--- config.mk ---
export PLATFORM = sky130hd
export DESIGN_NAME = plac_div
export DESIGN_NICKNAME = d
export VERILOG_FILES = /design/src/rtl/assert_macros.svh /design/src/rtl/plac_pkg.sv /design/src/rtl/plac_div.sv
export SDC_FILE = /design/constraint.sdc
export NUM_CORES = 1
export LEC_CHECK = 0
export CAP_MARGIN = 10
export CORE_ASPECT_RATIO = 0.5
export CORE_MARGIN = 2
export CORE_UTILIZATION = 40
export DETAILED_ROUTE_END_ITERATION = 16
export DONT_BUFFER_PORTS = 1
export SLEW_MARGIN = 25
export SYNTH_ARGS = -nofsm -noshare
export SYNTH_HDL_FRONTEND = slang
export SYNTH_SLANG_ARGS = --single-unit
--- constraint.sdc ---
create_clock -name clk -period 9.1 [get_ports clk]
set_clock_uncertainty 0.1 [all_clocks]
set_input_delay 0.455 -clock clk [delete_from_list [all_inputs] [get_ports clk]]
set_output_delay 0.455 -clock clk [all_outputs]
set_load 0.05 [all_outputs]
--- src/rtl/assert_macros.svh ---
// assertion helpers shared by the rtl
`ifndef ASSERT_MACROS_SVH
`define ASSERT_MACROS_SVH

// property that must hold at every clock edge outside reset
`define ASSERT_CLK(label, clk, rst_n, prop, msg) \
	label: assert property (@(posedge clk) disable iff (!rst_n) (prop)) else $error(msg);

// condition that must never be seen at a clock edge outside reset
`define ASSERT_NEVER(label, clk, rst_n, cond, msg) \
	label: assert property (@(posedge clk) disable iff (!rst_n) !(cond)) else $error(msg);

`endif

--- src/rtl/plac_pkg.sv ---
package plac_pkg;

	localparam int unsigned CoordW = 32;
	localparam int unsigned DiffW = 33;
	localparam int unsigned LenW = 34;
	localparam int unsigned SqW = 68;
	localparam int unsigned TotalW = 40;
	localparam int unsigned HeadW = 19;
	localparam int unsigned CurvW = 32;
	localparam int unsigned NumW = 50;
	localparam int unsigned CordW = 36;
	localparam int unsigned ZW = 20;
	localparam int unsigned Iters = 16;

	localparam logic signed [ZW-1:0] PiQ = 20'sd205887;
	localparam logic signed [ZW-1:0] HalfPiQ = 20'sd102944;
	localparam logic signed [ZW-1:0] TwoPiQ = 20'sd411775;

	typedef enum logic [3:0] {
		ST_IDLE,
		ST_LOAD,
		ST_SQRT,
		ST_CORDIC,
		ST_DTH,
		ST_DIV1,
		ST_KAP,
		ST_DIV2,
		ST_DONE
	} plac_state_t;

	// request to the shared divider
	typedef struct packed {
		logic start;
		logic [NumW-1:0] num;
		logic [LenW-1:0] den;
	} plac_div_req_t;

	typedef struct packed {
		logic busy;
		logic done;
		logic [NumW-1:0] quo;
	} plac_div_rsp_t;

	function automatic logic signed [ZW-1:0] atan_lut(input logic [3:0] i);
		logic signed [ZW-1:0] v;
		case (i)
			4'd0: v = 20'sd51472;
			4'd1: v = 20'sd30386;
			4'd2: v = 20'sd16055;
			4'd3: v = 20'sd8150;
			4'd4: v = 20'sd4091;
			4'd5: v = 20'sd2047;
			4'd6: v = 20'sd1024;
			4'd7: v = 20'sd512;
			4'd8: v = 20'sd256;
			4'd9: v = 20'sd128;
			4'd10: v = 20'sd64;
			4'd11: v = 20'sd32;
			4'd12: v = 20'sd16;
			4'd13: v = 20'sd8;
			4'd14: v = 20'sd4;
			default: v = 20'sd2;
		endcase
		return v;
	endfunction

endpackage

--- src/rtl/plac_div.sv ---
// restoring divider, one quotient bit per cycle, unsigned
module plac_div
	import plac_pkg::*;
(
	input  logic          clk,
	input  logic          arst_n,
	input  plac_div_req_t req,
	output plac_div_rsp_t rsp
);

	logic [NumW-1:0] quo_q;
	logic [LenW:0] rem_q;
	logic [LenW-1:0] den_q;
	logic [$clog2(NumW+1)-1:0] cnt_q;
	logic busy_q, done_q;
	logic [LenW+1:0] trial;

	assign trial = {rem_q, quo_q[NumW-1]} - {2'b00, den_q};

	always_ff @(posedge clk or negedge arst_n) begin
		if (!arst_n) begin
			busy_q <= 1'b0;
			done_q <= 1'b0;
			cnt_q <= '0;
		end else begin
			done_q <= 1'b0;
			if (req.start) begin
				busy_q <= 1'b1;
				cnt_q <= ($clog2(NumW+1))'(NumW);
			end else if (busy_q) begin
				cnt_q <= cnt_q - 1'b1;
				if (cnt_q == 1) begin
					busy_q <= 1'b0;
					done_q <= 1'b1;
				end
			end
		end
	end

	// shift and subtract step
	always_ff @(posedge clk) begin
		if (req.start) begin
			quo_q <= req.num;
			rem_q <= '0;
			den_q <= req.den;
		end else if (busy_q) begin
			if (!trial[LenW+1]) begin
				rem_q <= trial[LenW:0];
				quo_q <= {quo_q[NumW-2:0], 1'b1};
			end else begin
				rem_q <= {rem_q[LenW-1:0], quo_q[NumW-1]};
				quo_q <= {quo_q[NumW-2:0], 1'b0};
			end
		end
	end

	assign rsp.busy = busy_q;
	assign rsp.done = done_q;
	assign rsp.quo = quo_q;

endmodule

==> metrics.md, run 1 <==
| Metric | Value |
|---|---|
| Critical path type | `reg2reg` |
| Total number of placement rows | `34` |
| Count of antenna-violating nets left after detailed routing | `0` |
| DRC Markers | `0` |
| CTS HTree Levels | `4` |
| Max Clk Rate | `0.2412 GHz` |
| Worst VDD drop | `0.1416 mV` |
| Ratio of cells with drive above 1 in the final layout | `14.80%` |
| Count of flip-flops with a built-in enable after synthesis | `84` |
| Dominant cells by area after synthesis | `sky130_fd_sc_hd__edfxtp_1 (36%), sky130_fd_sc_hd__dfxtp_1 (10%), sky130_fd_sc_hd__mux2_2 (8.0%)` |
| Mean Syn Cell Area | `between 10 and 15 um^2` |
| Final Cycle Share | `45.56%` |
| Area share of the leading cell type in the synthesized netlist | `35.83%` |
| Full die area | `0.01874 mm^2` |
| TritonCTS clock tree | `done` |
| IO buf count | `0` |
| Required arrival time at the worst endpoint | `9.33 ns` |
| Worst max-slew margin expressed relative to the limit | `37.41%` |
| Hpwl dp | `approximately 10 mm` |
| Transition at the pin with the smallest max-transition slack | `0.9374 ns` |
| Overall overflow remaining after global route | `0` |
| Reg-to-Reg Start | `quo_q[49]$_DFFE_PP_` |
| First DRT Iteration DRCs | `215` |
| Setup tns final | `0 ns` |
| Net Count, Synth | `790` |
| RD Place Congestion | `about 0.84` |
| Fraction of registers with async set or reset after synthesis | `6.299%` |
| Max-slew violation total from the final report | `0` |
| RSZ-0062 raised after global routing | `no` |
| Setup fix buffers added after clock tree synthesis | `0` |
| Number of vias in the routed layout | `slightly below 5000` |
| Largest net degree at the start of global routing | `around 130` |
| Depth of the worst register-to-register path | `11` |
| Max-cap viol count | `0` |
| Kind of start point of the critical path | `flip-flop` |
| Area Overhead vs Synth | `11.46%` |
| Final-report hold violation count | `0` |
| Critical-path top delay cell | `sky130_fd_sc_hd__xor2_4` |
| Width of the die | `191.6 um` |
| Critical path buffers and inverters | `1` |
| Hold depth | `0` |
| Synth Flop Type | `sky130_fd_sc_hd__edfxtp_1` |
| Proportion of synthesized chip area in sequential cells | `48.63%` |
| Router iterations before antenna repair | `5` |
| Dominant cell type by area after synthesis | `sky130_fd_sc_hd__edfxtp_1` |
| Die extent in y | `97.81 um` |
| Reported leakage power | `approximately 3.1 nW` |
| Most common cell in the netlist | `sky130_fd_sc_hd__edfxtp_1` |
| Routed wire per std cell | `17.08 um` |
| Cell Pwr Density | `264.9 mW/mm^2` |
| Post-Syn Instances | `between 600 and 700` |
| Destination of the worst hold path | `den_q[32]$_DFFE_PP_` |
| Post-place instance area | `0.007209 mm^2` |
| Worst EP arrival | `4.38 ns` |
| Total length of routed wires | `between 15 and 20 mm` |
| Clock buffer depth | `2` |
| Via count of the first global-routing pass | `4927` |
| Average vias per placed instance | `5.387` |
| Clock Tree Root | `sky130_fd_sc_hd__clkbuf_16` |
| Syn. warnings | `0` |
| Area of the core | `0.01731 mm^2` |
| Number of nets in the finished design | `a little under 800` |
| First-pass GRT wire length | `25.21 mm` |
| Reg2reg setup slack | `between 4 and 5 ns` |
| Initial core utilization | `roughly 41%` |
| Reg2reg end | `rem_q[0]$_SDFFE_PP0P_` |
| Mapped Area | `0.007039 mm^2` |
| Final setup violation count | `0` |
| Worst Hold Slack | `0.03484 ns` |
| Count of state elements after synthesis | `127` |
| Delay contributed by the slowest stage of the critical path | `0.76 ns` |
| Cell family with most CP delay | `compound AO/OA/AOI/OAI gates` |
| Netlist cell types | `58` |
| Commonest cells post-synth | `sky130_fd_sc_hd__edfxtp_1 (84), sky130_fd_sc_hd__nand2_1 (81), sky130_fd_sc_hd__nor2_1 (53), sky130_fd_sc_hd__mux2_2 (50), sky130_fd_sc_hd__inv_1 (48)` |
| Total clock sinks | `roughly 130` |
| Clock slew seen by the registers of the worst setup and hold paths | `0.06 ns` |
| Finished Cell Area | `0.007846 mm^2` |
| I/O pin count | `139` |
| Number of clock buffers inserted by TritonCTS | `17` |
| Setup crit end kind | `flip-flop` |
| Class of the tightest hold or removal check | `in2reg` |
| Critical path fanouts, max | `29` |
| Worst hold start | `req[32]` |
| Cell breakdown of the critical path | `inv_1 > ha_1 > nor2b_2 > o2111ai_2 > a2111oi_2 > nor4b_2 > or3b_4 > a22oi_4 > xor2_4 > mux2_2 > o21ai_0` |
| Global-route usage over all layers | `17.17%` |
| Worst-Skew Late Latency | `0.41 ns` |
| Initial antenna violation count | `4` |
| Min Clock Period, post-route | `~4.1 ns` |
| Result of the run | `finished, final reports clean` |
## worst register-to-register path, cell delays in order, from the launching register on
cell and delay, ns:
sky130_fd_sc_hd__edfxtp_1 0.68, sky130_fd_sc_hd__inv_1 0.15, sky130_fd_sc_hd__ha_1 0.26, sky130_fd_sc_hd__nor2b_2 0.16, sky130_fd_sc_hd__o2111ai_2 0.17, sky130_fd_sc_hd__a2111oi_2 0.43
sky130_fd_sc_hd__nor4b_2 0.13, sky130_fd_sc_hd__or3b_4 0.43, sky130_fd_sc_hd__a22oi_4 0.25, sky130_fd_sc_hd__xor2_4 0.76, sky130_fd_sc_hd__mux2_2 0.43, sky130_fd_sc_hd__o21ai_0 0.13
## stage by stage
stage	std cells	utilization, %	setup WS [ns]	total power [mW]
after floorplan	666	-	5.742	1.292
after global placement	868	41.64	5.069	1.388
after detailed placement	868	41.64	4.955	1.392
after CTS	903	45.27	4.935	2.096
after global routing	904	45.29	4.726	2.201
final	906	45.32	4.954	2.078
## layout make-up
cell class	instances	area (um^2)
Timing Repair Buffer	5	45.04
Inverter	48	181.4
Antenna cell	3	7.507
Fill cell	1633	9468
Sequential cell	127	3425
Tap cell	234	292.8
Clock inverter	13	155.1
Clock buffer	19	442.9
Multi-Input combinational cell	457	3297
## state kept, by name (all words and copies together) (netlist names)
name,flops
cnt_q,6
done_q,1
busy_q,1
quo_q,50
rem_q,35
den_q,34
## power by group
part | leakage (nW) | switching, mW | internal [mW] | total [mW]
logic | 1.62 | 0.307 | 0.229 | 0.536
clock network | 0.288 | 0.273 | 0.417 | 0.690
registers | 1.24 | 0.149 | 0.704 | 0.853
total | 3.14 | 0.729 | 1.35 | 2.08
## what timing repair did
item,in CTS,in global routing
hold buffers,3,0
endpoints found under the hold margin,11,0
resized for setup,0,0
## cell usage in the layout, fill, tap and decap left out, types with 4 or more instances in the layout
cell,synthesis,layout
sky130_fd_sc_hd__o21a_1,4,4
sky130_fd_sc_hd__a31oi_1,6,6
sky130_fd_sc_hd__xor2_1,13,12
sky130_fd_sc_hd__dfrtp_1,8,7
sky130_fd_sc_hd__clkinv_4,0,4
sky130_fd_sc_hd__a211oi_1,9,9
sky130_fd_sc_hd__mux2_2,50,50
sky130_fd_sc_hd__xnor2_1,20,20
sky130_fd_sc_hd__ha_1,36,36
sky130_fd_sc_hd__nand2_1,81,81
sky130_fd_sc_hd__and3_1,6,6
sky130_fd_sc_hd__o21ai_0,24,24
sky130_fd_sc_hd__inv_1,48,47
sky130_fd_sc_hd__a311oi_1,22,22
sky130_fd_sc_hd__a21o_1,19,19
sky130_fd_sc_hd__edfxtp_1,84,84
sky130_fd_sc_hd__nand2b_1,5,5
sky130_fd_sc_hd__nor3_1,4,4
sky130_fd_sc_hd__a21oi_1,37,37
sky130_fd_sc_hd__or3_1,4,4
sky130_fd_sc_hd__dfxtp_1,35,35
sky130_fd_sc_hd__nor2_1,53,53
sky130_fd_sc_hd__mux2i_1,4,4
sky130_fd_sc_hd__a311oi_2,4,4
sky130_fd_sc_hd__o21bai_1,6,6
sky130_fd_sc_hd__o31ai_1,6,6
sky130_fd_sc_hd__nand3_1,7,7
sky130_fd_sc_hd__clkbuf_16,0,17
## worst max path at each step
stage | start | endpoint | slack, ns | cells past startpoint
final | quo_q[49]$_DFFE_PP_ | rem_q[0]$_SDFFE_PP0P_ | 4.95 | 11
after global routing | quo_q[49]$_DFFE_PP_ | rem_q[0]$_SDFFE_PP0P_ | 4.73 | 11
after CTS | quo_q[49]$_DFFE_PP_ | rem_q[0]$_SDFFE_PP0P_ | 4.94 | 11
after detailed placement | quo_q[49]$_DFFE_PP_ | rem_q[0]$_SDFFE_PP0P_ | 4.96 | 11
after global placement | quo_q[49]$_DFFE_PP_ | rem_q[0]$_SDFFE_PP0P_ | 5.07 | 11
after floorplan | quo_q[49]$_DFFE_PP_ | rem_q[16]$_SDFFE_PP0P_ | 5.74 | 12
## kinds of logic after synthesis
family | synth area share (%)
AOI/OAI and AO/OA | 15.87
xor gates and xnor gates | 4.337
buffers and inverters | 4.799
and+or+nand+nor | 11.11
adders and majority gates | 6.683
DFF | 48.63
muxes | 8.567
## per-layer routing
layer  track usage, %  wire length, um  vias up
li1                 -                -     2418
met1            22.97             7345     2323
met2            25.83             6840      134
met3            6.758             1173        6
met4            4.911              114        0
met5                0                0        -
Note: power is estimated with default switching activity, not from simulation.
==> run 2, diff against run 1 <==
--- a/config.mk
+++ b/config.mk
@@ -5,6 +5,7 @@
 export SDC_FILE = /design/constraint.sdc
 export NUM_CORES = 1
 export LEC_CHECK = 0
+export ABC_AREA = 1
 export CAP_MARGIN = 10
 export CORE_ASPECT_RATIO = 0.5
 export CORE_MARGIN = 2
==> constraint.sdc (replaced) <==
create_clock -name clk -period 3.7 [get_ports clk]
set_clock_uncertainty 0.1 [all_clocks]
set_input_delay 0.185 -clock clk [delete_from_list [all_inputs] [get_ports clk]]
set_output_delay 0.185 -clock clk [all_outputs]
set_load 0.05 [all_outputs]
==> run 2 against run 1 <==
Against the previous run:
- synthesized cell count rose by 68%
- utilization rose by 4.1 points
- combinational power shrank 29%
- final area up 23%
- fmax grew 38%
- flip-flop and latch count unchanged
- synthesized area grew 13%
- cell count increased by 64%
- count of clock-buffer cells in the layout is the same
- non-clock buffer count up 87
- global-route usage grew 5.1 points
- via count is 45% higher
==> metrics.md, run 2 <==
| Metric | Value |
|---|---|
| Required arrival time at the worst endpoint | `a little under 4 ns` |
| RSZ-0062 raised after global routing | `no` |
| Post-place instance area | `0.008208 mm^2` |
| Reported leakage power | `5.108 nW` |
| Max-cap viol count | `0` |
| CTS HTree Levels | `4` |
| Worst VDD drop | `~0.33 mV` |
| Most common cell on crit path | `sky130_fd_sc_hd__nand2_1` |
| Average vias per placed instance | `~4.8` |
| Class of the tightest hold or removal check | `in2reg` |
| Setup crit end kind | `flip-flop` |
| Post-layout util | `just under 50%` |
| Final setup violation count | `0` |
| Final-report hold violation count | `0` |
| Placed cells | `1364` |
| Fin worst setup slack | `between 0.7 and 0.8 ns` |
| Area of the core | `just under 0.02 mm^2` |
| Most used cells in the layout excluding fill and tap cells | `sky130_fd_sc_hd__nand2_1 (501), sky130_fd_sc_hd__inv_1 (186), sky130_fd_sc_hd__dlygate4sd3_1 (86), sky130_fd_sc_hd__edfxtp_1 (84), sky130_fd_sc_hd__nand3_1 (66)` |
| Most flop-heavy register | `quo_q` |
| Syn. warnings | `0` |
| Largest net degree at the start of global routing | `90` |
| Worst setup slack after placement | `0.7279 ns` |
| Resized Gates After CTS | `0` |
| Die extent in y | `103.9 um` |
| Post-route total power | `3.839 mW` |
| Initial antenna violation count | `0` |
| Fraction of registers with async set or reset after synthesis | `6.299%` |
| Clock Tree Root | `sky130_fd_sc_hd__clkbuf_16` |
| Worst-Skew Late Latency | `0.45 ns` |
| Mean Syn Cell Area | `roughly 7.1 um^2` |
| Area Overhead vs Synth | `20.86%` |
| Routed wire per std cell | `15.04 um` |
| Area share of the leading cell type in the synthesized netlist | `about a third` |
| Clock buffer depth | `2` |
| Count of antenna-violating nets left after detailed routing | `0` |
| Count of flip-flops with a built-in enable after synthesis | `84` |
| RD Place Congestion | `0.9370` |
| Hpwl dp | `15.35 mm` |
| Max Clk Rate | `approximately 0.33 GHz` |
| Worst Hold Slack | `0.08597 ns` |
| Width of the die | `203.7 um` |
| Netlist cell types | `41` |
| Delay contributed by the slowest stage of the critical path | `0.64 ns` |
| Finished Cell Area | `0.009643 mm^2` |
| First DRT Iteration DRCs | `505` |
| Cell family with most CP delay | `simple AND/OR/NAND/NOR gates` |
| Critical path type | `reg2reg` |
| Largest register FFs | `50` |
| Max-slew violation total from the final report | `0` |
| Transition at the pin with the smallest max-transition slack | `0.6737 ns` |
| I/O pin count | `139` |
| Dominant cell type by area after synthesis | `sky130_fd_sc_hd__edfxtp_1` |
| Net Count, Synth | `1242` |
| Total number of placement rows | `36` |
| Full die area | `0.02116 mm^2` |
| Cell breakdown of the critical path | `inv_1 > ha_1 > inv_1 > fa_1 > nand3_1 > nand3_1 > nand2_1 > nand2_1 > nand2_1 > nand2_1 > nand2_1 > nand2_1 > nand2_1 > nand2_1 > inv_1 > nand2_1 > nand3_1 > nand2_1` |
| Number of clock buffers inserted by TritonCTS | `17` |
| DRC Markers | `0` |
| IO buf count | `0` |
| First-pass GRT wire length | `~37 mm` |
| Critical path fanouts, max | `3` |
| Count of state elements after synthesis | `roughly 130` |
| Router iterations before antenna repair | `5` |
| Total length of routed wires | `22.30 mm` |
| Min Clock Period, post-route | `2.997 ns` |
| Overall overflow remaining after global route | `0` |
| Commonest non-fill, non-tap cell in the layout | `sky130_fd_sc_hd__nand2_1` |
| Number of nets in the finished design | `1328` |
| Kind of start point of the critical path | `flip-flop` |
| Number of vias in the routed layout | `7100` |
| Initial core utilization | `approximately two fifths` |
| Result of the run | `finished, final reports clean` |
| Clock slew seen by the registers of the worst setup and hold paths | `0.06 ns` |
| Critical path buffers and inverters | `3` |
| Ratio of cells with drive above 1 in the final layout | `roughly 5.5%` |
| Setup tns final | `0 ns` |
| Diode insertion count for antenna repair | `0` |
| Post-Syn Instances | `1118` |
| Final Cycle Share | `81.01%` |
| Dominant cells by area after synthesis | `sky130_fd_sc_hd__edfxtp_1 (32%), sky130_fd_sc_hd__nand2_1 (24%), sky130_fd_sc_hd__inv_1 (8.8%)` |
| Proportion of synthesized chip area in sequential cells | `between 40% and 50%` |
| Worst max-slew margin expressed relative to the limit | `55.09%` |
| TritonCTS clock tree | `done` |
| Critical-path top delay cell | `sky130_fd_sc_hd__edfxtp_1` |
| Finished Layout Cells | `around 1500` |
| Synth Flop Type | `sky130_fd_sc_hd__edfxtp_1` |
| Worst EP arrival | `3.22 ns` |
| Regs by FF count | `quo_q (50), rem_q (35), den_q (34)` |
| Most common cell in the netlist | `sky130_fd_sc_hd__nand2_1` |
| Via count of the first global-routing pass | `7016` |
| Global-route usage over all layers | `22.30%` |
| Mapped Area | `approximately 0.0080 mm^2` |
| Total clock sinks | `127` |
| Commonest cells post-synth | `sky130_fd_sc_hd__nand2_1 (501), sky130_fd_sc_hd__inv_1 (187), sky130_fd_sc_hd__edfxtp_1 (84), sky130_fd_sc_hd__nand3_1 (66), sky130_fd_sc_hd__nor2_1 (49)` |
| Cell Pwr Density | `~400 mW/mm^2` |
## run 2: cell types whose count changed after synthesis, moves of 9 or more
cell	delta
sky130_fd_sc_hd__a211oi_1	-9
sky130_fd_sc_hd__a21o_1	-17
sky130_fd_sc_hd__a311oi_1	-22
sky130_fd_sc_hd__clkbuf_1	-15
sky130_fd_sc_hd__inv_1	+139
sky130_fd_sc_hd__mux2_2	-50
sky130_fd_sc_hd__nand2_1	+420
sky130_fd_sc_hd__nand3_1	+59
sky130_fd_sc_hd__o21ai_0	-11
sky130_fd_sc_hd__xor2_1	-10
## run 2: report_power, final
group | switching (mW) | internal (mW)
sequential | 0.236 | 1.62
combinational | 0.222 | 0.161
clock | 0.683 | 0.922
total | 1.14 | 2.70
## run 2: worst paths after layout
path / slack (ns) / start / cells past startpoint / endpoint
max in group asynchronous: 2.73 / arst_n / 2 / cnt_q[0]$_DFFE_PN0P_
setup / recovery: 0.70 / quo_q[49]$_DFFE_PP_ / 18 / rem_q[24]$_SDFFE_PP0P_
setup reg to reg: 0.70 / quo_q[49]$_DFFE_PP_ / 18 / rem_q[24]$_SDFFE_PP0P_
hold reg to reg: 0.37 / rem_q[17]$_SDFFE_PP0P_ / 2 / rem_q[17]$_SDFFE_PP0P_
hold / removal: 0.09 / req[84] / 1 / den_q[32]$_DFFE_PP_
min in group asynchronous: 0.51 / arst_n / 2 / cnt_q[5]$_DFFE_PN0P_
## run 2: cell families after synthesis
kind of cell    synth area share (%)
compound gates                 4.501
xor+xnor                       1.976
fa+ha+maj                      5.896
buf+inv                        10.96
flops                          42.90
simple gates                   33.76
## run 2: layer usage
layer / up-vias / global-route usage [%] / share of wire (%)
met3: 21 / 7.644 / 8.1
met2: 217 / 33.58 / 42
li1: 3628 / - / -
met5: - / 0 / 0
met1: 3234 / 30.86 / 49
met4: 0 / 4.901 / 1.2
## run 2: what timing repair did
action	CTS	global route
setup buffers	0	0
hold buffers	87	0
hold endpoints to repair	129	0
## run 2: worst reg2reg max path, delay by kind of cell (launching register included)
family                     cells  cell delay [ns]
adders and majority gates      2             0.57
buffers and inverters          3             0.29
DFF                            1             0.64
and+or+nand+nor               13             1.26
## run 2: area by class of cell
class / instances / area [um^2]
Timing Repair Buffer: 92 / 925.9
Clock buffer: 19 / 432.9
Tap cell: 266 / 332.8
Fill cell: 1923 / 9861
Inverter: 194 / 728.2
Clock inverter: 13 / 113.9
Sequential cell: 127 / 3423
Multi-Input combinational cell: 772 / 3686
